[src/design/job_dispatcher_fastest_idle_worker_defines.svh]
// ----------------------------------------------------------------------------
// job dispatcher assertion macros
// shared concurrent assertion helpers, clocked on clk_i, off during reset
// ----------------------------------------------------------------------------
`ifndef JOB_DISPATCHER_FASTEST_IDLE_WORKER_DEFINES_SVH
`define JOB_DISPATCHER_FASTEST_IDLE_WORKER_DEFINES_SVH

// property must hold at every clock edge out of reset
`define JDFW_ASSERT(name, prop, msg) \
  name: assert property (@(posedge clk_i) disable iff (!rst_ni) (prop)) else $error(msg);

// condition must never be seen
`define JDFW_NEVER(name, expr, msg) \
  `JDFW_ASSERT(name, !(expr), msg)

`endif

[src/design/jdfw_pkg.sv]
// ----------------------------------------------------------------------------
// jdfw_pkg
// shared types and constants of the job dispatcher
// ----------------------------------------------------------------------------
`timescale 1ns / 1ps

package jdfw_pkg;

  localparam int MAX_WORKERS     = 4;
  localparam int WIDX_W          = 2;
  localparam int ID_W            = 16;
  localparam int LINES_W         = 10;
  localparam int COST_W          = 4;
  localparam int PROD_W          = COST_W + LINES_W;
  localparam int TICK_W          = 32;
  localparam int KIND_W          = 2;
  localparam int CFG_IDX_W       = 3;
  localparam int CFG_DATA_W      = 4;
  localparam int IN_TDATA_W      = 32;
  localparam int OUT_TDATA_W     = 56;
  localparam int JOB_W           = ID_W + LINES_W;
  localparam int DEF_NUM_WORKERS = 3;
  localparam int DEF_QUEUE_DEPTH = 128;

  // configuration register indexes
  localparam logic [CFG_IDX_W-1:0] CFG_COST_0 = 3'd0;
  localparam logic [CFG_IDX_W-1:0] CFG_COST_1 = 3'd1;
  localparam logic [CFG_IDX_W-1:0] CFG_COST_2 = 3'd2;
  localparam logic [CFG_IDX_W-1:0] CFG_COST_3 = 3'd3;
  localparam logic [CFG_IDX_W-1:0] CFG_ENABLE = 3'd4;

  localparam logic [COST_W-1:0]      COST_RESET   = 4'd1;
  localparam logic [MAX_WORKERS-1:0] ENABLE_RESET = 4'hf;

  typedef enum logic [KIND_W-1:0] {
    KIND_ACCEPT  = 2'd0,
    KIND_DROP    = 2'd1,
    KIND_DONE    = 2'd2,
    KIND_SUMMARY = 2'd3
  } kind_e;

  typedef enum logic [2:0] {
    ST_IDLE,
    ST_SCAN,
    ST_DISP_RD,
    ST_DISP_SEL,
    ST_FINAL
  } state_e;

  typedef struct packed {
    logic              found;
    logic [WIDX_W-1:0] idx;
  } pick_t;

endpackage

[src/design/job_dispatcher_fastest_idle_worker.sv]
// ----------------------------------------------------------------------------
// job_dispatcher_fastest_idle_worker
// fifo of jobs in ram, handed to the cheapest idle enabled worker
// ----------------------------------------------------------------------------
//  channel   | direction | handshake              | payload
//  s_axis    | in        | tvalid / tready        | tuser req_type, tdata id, lines
//  m_axis    | out       | tvalid / tready        | tuser kind, tdata widx, id, ticks, tlast
//  cfg       | in        | cfg_we_i, no wait      | cfg_addr_i, cfg_wdata_i
//
// after accept: an enqueue writes the queue ram and then dispatches jobs, a drop goes straight to the result
// tick: scans each of the NUM_WORKERS workers in turn, then dispatches jobs, then gives the summary
// each dispatch is a read of the queue ram head, then a worker pick
// results stall on m_axis tready, the output register frees the input side
// reset empties the queue and idles all workers, no clearing pass
// ----------------------------------------------------------------------------
`timescale 1ns / 1ps

module job_dispatcher_fastest_idle_worker #(
  parameter int NUM_WORKERS = jdfw_pkg::DEF_NUM_WORKERS,
  parameter int QUEUE_DEPTH = jdfw_pkg::DEF_QUEUE_DEPTH
) (
  input  logic                                clk_i,
  input  logic                                rst_ni,
  // tdata: job_id [15:0], line_count [25:16], zero [31:26]
  input  logic [jdfw_pkg::IN_TDATA_W-1:0]     s_axis_tdata_i,
  // tuser: req_type [0]
  input  logic                                s_axis_tuser_i,
  input  logic                                s_axis_tvalid_i,
  output logic                                s_axis_tready_o,
  // tdata: worker_index [1:0], done_job_id [17:2], elapsed_ticks [49:18], zero [55:50]
  output logic [jdfw_pkg::OUT_TDATA_W-1:0]    m_axis_tdata_o,
  // tuser: result_kind [1:0]
  output logic [jdfw_pkg::KIND_W-1:0]         m_axis_tuser_o,
  output logic                                m_axis_tlast_o,
  output logic                                m_axis_tvalid_o,
  input  logic                                m_axis_tready_i,
  input  logic                                cfg_we_i,
  input  logic [jdfw_pkg::CFG_IDX_W-1:0]      cfg_addr_i,
  input  logic [jdfw_pkg::CFG_DATA_W-1:0]     cfg_wdata_i
);

`include "job_dispatcher_fastest_idle_worker_defines.svh"

  localparam int PTR_W  = $clog2(QUEUE_DEPTH);
  localparam int FILL_W = $clog2(QUEUE_DEPTH + 1);
  localparam int SUM_W  = FILL_W + 1;
  localparam int MW     = jdfw_pkg::MAX_WORKERS;
  localparam logic [MW-1:0] WMASK = MW'((1 << NUM_WORKERS) - 1);
  localparam logic [jdfw_pkg::WIDX_W-1:0] LAST_W = jdfw_pkg::WIDX_W'(NUM_WORKERS - 1);

  jdfw_pkg::state_e state_q, state_d;

  logic [jdfw_pkg::WIDX_W-1:0]                        w_q;
  logic [PTR_W-1:0]                                   head_q;
  logic [FILL_W-1:0]                                  fill_q;
  logic [MW-1:0]                                      busy_q;
  logic [MW-1:0][jdfw_pkg::ID_W-1:0]                  wid_q;
  logic [MW-1:0][jdfw_pkg::LINES_W-1:0]               wlines_q;
  logic [jdfw_pkg::TICK_W-1:0]                        tick_q;
  logic [MW-1:0][jdfw_pkg::COST_W-1:0]                cost_q;
  logic [MW-1:0]                                      en_q;
  jdfw_pkg::kind_e                                    fin_kind_q;
  logic [jdfw_pkg::ID_W-1:0]                          fin_id_q;

  logic                          out_valid_q;
  jdfw_pkg::kind_e               out_kind_q;
  logic [jdfw_pkg::WIDX_W-1:0]   out_widx_q;
  logic [jdfw_pkg::ID_W-1:0]     out_id_q;
  logic [jdfw_pkg::TICK_W-1:0]   out_tick_q;
  logic                          out_last_q;

  logic                          in_acc;
  logic                          req_tick;
  logic [jdfw_pkg::ID_W-1:0]     in_id;
  logic [jdfw_pkg::LINES_W-1:0]  in_lines;
  logic                          full;
  logic [MW-1:0]                 en_eff;
  logic [MW-1:0]                 idle_en;
  logic                          progress;
  logic [SUM_W-1:0]              tail_sum;
  logic [PTR_W-1:0]              tail;
  logic [PTR_W-1:0]              head_nxt;
  logic                          out_free;
  logic                          scan_act;
  logic                          scan_fin;
  logic                          scan_go;
  logic                          ram_we;
  logic                          ram_re;
  logic                          disp_take;
  logic                          fin_emit;
  logic [jdfw_pkg::JOB_W-1:0]    ram_rdata;
  logic [jdfw_pkg::LINES_W-1:0]  rd_lines;
  jdfw_pkg::pick_t               pick;

  assign req_tick = s_axis_tuser_i;
  assign in_id    = s_axis_tdata_i[jdfw_pkg::ID_W-1:0];
  assign in_lines = s_axis_tdata_i[jdfw_pkg::ID_W +: jdfw_pkg::LINES_W];
  assign in_acc   = s_axis_tvalid_i && s_axis_tready_o;
  assign s_axis_tready_o = (state_q == jdfw_pkg::ST_IDLE);

  assign full     = (fill_q == FILL_W'(QUEUE_DEPTH));
  assign en_eff   = en_q & WMASK;
  assign idle_en  = ~busy_q & en_eff;
  assign progress = |(busy_q & en_eff);
  assign out_free = !out_valid_q || m_axis_tready_i;

  always_comb begin
    tail_sum = SUM_W'(head_q) + SUM_W'(fill_q);
    if (tail_sum >= SUM_W'(QUEUE_DEPTH)) begin
      tail_sum = tail_sum - SUM_W'(QUEUE_DEPTH);
    end
    tail = tail_sum[PTR_W-1:0];
  end

  assign head_nxt = (head_q == PTR_W'(QUEUE_DEPTH - 1)) ? '0 : head_q + 1'b1;

  assign scan_act = en_eff[w_q] && busy_q[w_q];
  assign scan_fin = scan_act && (wlines_q[w_q] <= jdfw_pkg::LINES_W'(1));
  assign rd_lines = ram_rdata[jdfw_pkg::ID_W +: jdfw_pkg::LINES_W];

  jdfw_ram #(
    .WIDTH (jdfw_pkg::JOB_W),
    .DEPTH (QUEUE_DEPTH)
  ) u_queue_ram (
    .clk_i   (clk_i),
    .we_i    (ram_we),
    .waddr_i (tail),
    .wdata_i ({in_lines, in_id}),
    .re_i    (ram_re),
    .raddr_i (head_q),
    .rdata_o (ram_rdata)
  );

  jdfw_pick u_pick (
    .cost_i  (cost_q),
    .idle_i  (idle_en),
    .lines_i (rd_lines),
    .pick_o  (pick)
  );

  // next state
  always_comb begin
    state_d = state_q;
    case (state_q)
      jdfw_pkg::ST_IDLE: begin
        if (in_acc) begin
          if (req_tick) begin
            state_d = jdfw_pkg::ST_SCAN;
          end else if (full) begin
            state_d = jdfw_pkg::ST_FINAL;
          end else begin
            state_d = jdfw_pkg::ST_DISP_RD;
          end
        end
      end
      jdfw_pkg::ST_SCAN: begin
        if (scan_go && w_q == LAST_W) begin
          state_d = jdfw_pkg::ST_DISP_RD;
        end
      end
      jdfw_pkg::ST_DISP_RD: begin
        if (fill_q != '0 && idle_en != '0) begin
          state_d = jdfw_pkg::ST_DISP_SEL;
        end else begin
          state_d = jdfw_pkg::ST_FINAL;
        end
      end
      jdfw_pkg::ST_DISP_SEL: begin
        state_d = jdfw_pkg::ST_DISP_RD;
      end
      jdfw_pkg::ST_FINAL: begin
        if (out_free) begin
          state_d = jdfw_pkg::ST_IDLE;
        end
      end
      default: begin
        state_d = jdfw_pkg::ST_IDLE;
      end
    endcase
  end

  // control strobes
  always_comb begin
    ram_we    = 1'b0;
    ram_re    = 1'b0;
    scan_go   = 1'b0;
    disp_take = 1'b0;
    fin_emit  = 1'b0;
    case (state_q)
      jdfw_pkg::ST_IDLE: begin
        ram_we = in_acc && !req_tick && !full;
      end
      jdfw_pkg::ST_SCAN: begin
        scan_go = !scan_fin || out_free;
      end
      jdfw_pkg::ST_DISP_RD: begin
        ram_re = (fill_q != '0) && (idle_en != '0);
      end
      jdfw_pkg::ST_DISP_SEL: begin
        disp_take = pick.found;
      end
      jdfw_pkg::ST_FINAL: begin
        fin_emit = out_free;
      end
      default: begin
        ram_we = 1'b0;
      end
    endcase
  end

  always_ff @(posedge clk_i or negedge rst_ni) begin
    if (!rst_ni) begin
      state_q     <= jdfw_pkg::ST_IDLE;
      w_q         <= '0;
      head_q      <= '0;
      fill_q      <= '0;
      busy_q      <= '0;
      tick_q      <= '0;
      cost_q      <= {MW{jdfw_pkg::COST_RESET}};
      en_q        <= jdfw_pkg::ENABLE_RESET;
      out_valid_q <= 1'b0;
    end else begin
      state_q <= state_d;

      if (cfg_we_i) begin
        case (cfg_addr_i)
          jdfw_pkg::CFG_COST_0: cost_q[0] <= cfg_wdata_i;
          jdfw_pkg::CFG_COST_1: cost_q[1] <= cfg_wdata_i;
          jdfw_pkg::CFG_COST_2: cost_q[2] <= cfg_wdata_i;
          jdfw_pkg::CFG_COST_3: cost_q[3] <= cfg_wdata_i;
          jdfw_pkg::CFG_ENABLE: en_q      <= cfg_wdata_i;
          default: ;
        endcase
      end

      if (in_acc) begin
        w_q <= '0;
        if (req_tick && progress) begin
          tick_q <= tick_q + 1'b1;
        end
      end
      if (ram_we) begin
        fill_q <= fill_q + 1'b1;
      end

      if (scan_go) begin
        w_q <= w_q + 1'b1;
        if (scan_fin) begin
          busy_q[w_q] <= 1'b0;
        end
      end

      if (disp_take) begin
        busy_q[pick.idx] <= 1'b1;
        head_q           <= head_nxt;
        fill_q           <= fill_q - 1'b1;
      end

      if ((scan_go && scan_fin) || fin_emit) begin
        out_valid_q <= 1'b1;
      end else if (m_axis_tready_i) begin
        out_valid_q <= 1'b0;
      end
    end
  end

  // payload registers
  always_ff @(posedge clk_i) begin
    if (in_acc) begin
      fin_id_q <= req_tick ? '0 : in_id;
      if (req_tick) begin
        fin_kind_q <= jdfw_pkg::KIND_SUMMARY;
      end else if (full) begin
        fin_kind_q <= jdfw_pkg::KIND_DROP;
      end else begin
        fin_kind_q <= jdfw_pkg::KIND_ACCEPT;
      end
    end
    if (scan_go && scan_act && wlines_q[w_q] != '0) begin
      wlines_q[w_q] <= wlines_q[w_q] - 1'b1;
    end
    if (disp_take) begin
      wid_q[pick.idx]    <= ram_rdata[jdfw_pkg::ID_W-1:0];
      wlines_q[pick.idx] <= rd_lines;
    end
    if (scan_go && scan_fin) begin
      out_kind_q <= jdfw_pkg::KIND_DONE;
      out_widx_q <= w_q;
      out_id_q   <= wid_q[w_q];
      out_tick_q <= tick_q;
      out_last_q <= 1'b0;
    end else if (fin_emit) begin
      out_kind_q <= fin_kind_q;
      out_widx_q <= '0;
      out_id_q   <= fin_id_q;
      out_tick_q <= tick_q;
      out_last_q <= 1'b1;
    end
  end

  assign m_axis_tvalid_o = out_valid_q;
  assign m_axis_tlast_o  = out_last_q;
  assign m_axis_tuser_o  = out_kind_q;
  assign m_axis_tdata_o  = {{(jdfw_pkg::OUT_TDATA_W - jdfw_pkg::TICK_W - jdfw_pkg::ID_W
                              - jdfw_pkg::WIDX_W){1'b0}},
                            out_tick_q, out_id_q, out_widx_q};

  `JDFW_ASSERT(a_fill_bound, fill_q <= FILL_W'(QUEUE_DEPTH), "queue fill beyond depth")
  `JDFW_ASSERT(a_head_bound, head_q <= PTR_W'(QUEUE_DEPTH - 1), "queue head out of range")
  `JDFW_NEVER(a_busy_unused, (busy_q & ~WMASK) != '0, "worker beyond count marked busy")
  `JDFW_NEVER(a_done_last, m_axis_tvalid_o && m_axis_tlast_o && m_axis_tuser_o == jdfw_pkg::KIND_DONE, "finished job item marked last")

endmodule

[src/design/jdfw_ram.sv]
// ----------------------------------------------------------------------------
// jdfw_ram
// generic single write, single read ram with registered read data
// ----------------------------------------------------------------------------
`timescale 1ns / 1ps

module jdfw_ram #(
  parameter int WIDTH = 8,
  parameter int DEPTH = 16
) (
  input  logic                     clk_i,
  input  logic                     we_i,
  input  logic [$clog2(DEPTH)-1:0] waddr_i,
  input  logic [WIDTH-1:0]         wdata_i,
  input  logic                     re_i,
  input  logic [$clog2(DEPTH)-1:0] raddr_i,
  output logic [WIDTH-1:0]         rdata_o
);

  logic [WIDTH-1:0] mem_q [DEPTH];
  logic [WIDTH-1:0] rdata_q;

  always_ff @(posedge clk_i) begin
    if (we_i) begin
      mem_q[waddr_i] <= wdata_i;
    end
    if (re_i) begin
      rdata_q <= mem_q[raddr_i];
    end
  end

  assign rdata_o = rdata_q;

endmodule

[src/design/jdfw_pick.sv]
// ----------------------------------------------------------------------------
// jdfw_pick
// picks the idle enabled worker with the smallest cost times lines
// ----------------------------------------------------------------------------
`timescale 1ns / 1ps

module jdfw_pick (
  input  logic [jdfw_pkg::MAX_WORKERS-1:0][jdfw_pkg::COST_W-1:0] cost_i,
  input  logic [jdfw_pkg::MAX_WORKERS-1:0]                       idle_i,
  input  logic [jdfw_pkg::LINES_W-1:0]                           lines_i,
  output jdfw_pkg::pick_t                                        pick_o
);

  logic [jdfw_pkg::MAX_WORKERS-1:0][jdfw_pkg::PROD_W-1:0] prod;

  always_comb begin
    for (int i = 0; i < jdfw_pkg::MAX_WORKERS; i++) begin
      prod[i] = jdfw_pkg::PROD_W'(cost_i[i]) * jdfw_pkg::PROD_W'(lines_i);
    end
  end

  // ties keep the lower index
  always_comb begin
    logic [jdfw_pkg::PROD_W-1:0] best;
    best         = '0;
    pick_o.found = 1'b0;
    pick_o.idx   = '0;
    for (int i = 0; i < jdfw_pkg::MAX_WORKERS; i++) begin
      if (idle_i[i] && (!pick_o.found || prod[i] < best)) begin
        pick_o.found = 1'b1;
        pick_o.idx   = jdfw_pkg::WIDX_W'(i);
        best         = prod[i];
      end
    end
  end

endmodule
[config.mk]
export PLATFORM = sky130hd
export DESIGN_NAME = job_dispatcher_fastest_idle_worker
export DESIGN_NICKNAME = d
export VERILOG_FILES = /design/src/design/jdfw_pkg.sv /design/src/design/job_dispatcher_fastest_idle_worker.sv /design/src/design/jdfw_ram.sv /design/src/design/jdfw_pick.sv
export VERILOG_INCLUDE_DIRS = /design/src /design/src/design
export SDC_FILE = /design/constraint.sdc
export NUM_CORES = 2
export LEC_CHECK = 0
export BUFFER_PORTS_ARGS = -buffer_cell sky130_fd_sc_hd__buf_2
export CAP_MARGIN = 20
export CORE_MARGIN = 2
export CORE_UTILIZATION = 55
export DETAILED_ROUTE_END_ITERATION = 10
export PLACE_DENSITY = 0.73
export SYNTH_ARGS = -nofsm -noshare
export SYNTH_HDL_FRONTEND = slang
export SYNTH_SLANG_ARGS = --single-unit
[constraint.sdc]
create_clock -name clk_i -period 12.9 [get_ports clk_i]
set_input_delay 1.935 -clock clk_i [delete_from_list [all_inputs] [get_ports clk_i]]
set_output_delay 1.935 -clock clk_i [all_outputs]
set_load 0.005 [all_outputs]
==> out/results.ini <==
[outcome]
outcome=finished, final reports clean

[cells_and_area]
layout_common_cells=edfxtp_1, mux4_2, clkbuf_16
final_util=0.6239
nFillCells=16462
layout_commonest_cell=edfxtp_1
fin_nets=6770
final_layout_size_suffix_gt1_frac=0.3093
stdcell_count=10237
fin_area_um2=160300
area_delta_synth_final_pct=12.81

[sta]
fmax_mhz=116.5
hold_viol=0
finClkSkew_ns=0.07090
rsz0062_at_grt=no
relSlewSlack=0.1951
finalCriticalPeriod_ns=8.582
timing_worst_slew_pin_value_ns=1.207
maxSlewViolCount=0
post-route-period-util=0.6653
fin_tns_setup_ns=0
finalSetupViolations=0

[global_routing]
first_global_vias=68272
grt_overflow=0
grt.total_usage=0.2687
grt_max_degree=145
grt_pass1_wl_mm=499.0
antenna_found_initial=42

[synthesis]
ys_seq_elements=3600
synth-seq-area-share=0.7553
yosys.cell_types.count=71
synth_top_area_share=0.7367
synth_edf_count=3486
yosys_warnings=0
synthesis.area_um2=142100
synth_area_leaders=edfxtp_1, mux4_2, dfrtp_1
synth.avg_cell_area_um2=22.82
ys.flop_type=edfxtp_1
async_flop_share=0.01972
synth_area_leader_cell=edfxtp_1
syn_inst=6227

[critical_path]
worst_ep_required_time_ns=13.74
startpoint_type=flop
cp.arrival_ns=9.42
crit_fanout=22
crit_type=flop to flop
worst_path_max_delay_cell=edfxtp_1
crit_path_end_kind=flop
cpPeakStageDelay_ns=0.69

[routing]
drt_pass1_iterations=6
drtIter0Drc=10711
drt.antenna.violating_nets=0
drc=0
wl_per_cell_um=34.81
dr_total_vias=68153
wl_mm=356.3
vias_per_cell=6.658

[floorplanning]
ios=106
die_y_um=512.3
die_area_um2=262400
design.core.area_um2=256900
num_rows=186
initial_core_util=0.5530
die_w_um=512.3

[placement]
numPortBuffers=93
hpwl_mm=186.8
place_inst=9549
place.gp.congestion=0.8367
dpl_cell_area_um2=148200

[clock_tree]
cts_made_buffers=358
post_cts_resized=0
clock_latency_ns=0.99
clk_path_buf_depth=4
clk_pin_slew_ns=0.06
htree_levels=5
cts_hold_buf=0
cts_setup_buffers=0
root_buffer=clkbuf_16
clock-sinks=3600
cts_tree=done

[min_path]
hold_class=flop to flop

[power_and_ir_drop]
p_leak_nw=50.30
ir_drop_uv=206.3
power_w=0.03214
power_density_nw_per_um2=200.5

[flow_run]
max_cap_viol_count=0

[synthesized netlist by cell type, drive strengths merged, types with 28 or more instances]
| cell | n |
|---|---|
| and2 | 75 |
| a21oi | 45 |
| buf | 102 |
| dfrtp | 65 |
| o21ai | 38 |
| inv | 105 |
| fa | 50 |
| mux2 | 98 |
| nor2 | 184 |
| edfxtp | 3486 |
| ha | 100 |
| dfxtp | 43 |
| xnor2 | 58 |
| clkbuf | 210 |
| nand2 | 206 |
| nand3 | 28 |
| mux4 | 1117 |
[layout make-up]
class | count | area [um^2] | share of cell area
timing repair buffer | 279 | 3156 | 0.01969
sequential | 3600 | 107300 | 0.6697
clock inverter | 176 | 1439 | 0.008976
antenna | 15 | 37.54 | 0.0002342
inverter | 105 | 394.1 | 0.002459
multi-input combinational | 2231 | 34240 | 0.2136
clock buffer | 447 | 9449 | 0.05895
tap | 3384 | 4234 | 0.02641
[cells by family (layout without fill, tap and decap cells)]
family                     count (synthesis)  after routing  share of synthesized area
DFF                                     3600           3600                     0.7553
adders and majority gates                150            150                    0.01585
other                                      1             37                 0.00002639
AOI/OAI and AO/OA                        147            147                   0.006499
muxes                                   1231           1231                     0.1859
and+or+nand+nor                          596            596                    0.01979
xor gates and xnor gates                  85             85                   0.005239
buffers and inverters                    417           1007                    0.01134
[routing by layer]
layer / vias to the layer above / global-route usage / share of wire
li1: 26793 / - / -
met1: 36167 / 0.3733 / 0.36
met2: 4532 / 0.4279 / 0.49
met3: 641 / 0.06277 / 0.11
met4: 20 / 0.08496 / 0.034
met5: - / 0 / 0.00041
[state kept, by name, summed over array words and instances (netlist names), 12 cells and up]
register and count:
cost_q 12, fin_id_q 16, out_id_q 16, out_tick_q 32, tick_q 32, u_queue_ram.mem_q 3328, u_queue_ram.rdata_o 26, wid_q 64
wlines_q 40
[per-stage QoR]
| step | hold WS [ns] | setup WS, ns |
|---|---|---|
| after global routing | 0.4823 | 3.686 |
| after detailed placement | 0.4472 | 4.384 |
| after global placement | 0.4385 | 4.517 |
| final | 0.4495 | 4.318 |
| after CTS | 0.4568 | 4.359 |
| after floorplan | 0.4198 | 4.625 |
[worst paths after layout]
| path | start | end | slack (ns) | cells after the start |
|---|---|---|---|---|
| hold / removal | m_axis_tlast_o | m_axis_tlast_o | 0.45 | 2 |
| max in group asynchronous | rst_ni | head_q[1] | 10.99 | 1 |
| setup reg to reg | u_queue_ram.rdata_o[18] | wlines_q[29] | 4.32 | 32 |
| min in group asynchronous | rst_ni | tick_q[24] | 1.10 | 1 |
| hold reg to reg | m_axis_tlast_o | m_axis_tlast_o | 0.45 | 2 |
| setup / recovery | u_queue_ram.rdata_o[18] | wlines_q[29] | 4.32 | 32 |
[where the power goes]
group	total (W)	internal [W]	switching, W	leakage (nW)
Clock	0.00991	0.00564	0.00426	5.32
Combinational	0.00879	0.00393	0.00486	12.4
Sequential	0.0134	0.0132	0.000282	32.6
[critical path, delay by kind of cell, from the launching register on]
| kind | cells | cell delay, ns |
|---|---|---|
| AOI/OAI and AO/OA | 13 | 2.66 |
| xor gates and xnor gates | 1 | 0.19 |
| adders and majority gates | 5 | 2.08 |
| buffers and inverters | 4 | 1.24 |
| DFF | 1 | 0.69 |
| muxes | 1 | 0.35 |
| and+or+nand+nor | 8 | 1.22 |
Note: power is estimated with default switching activity, not from simulation.
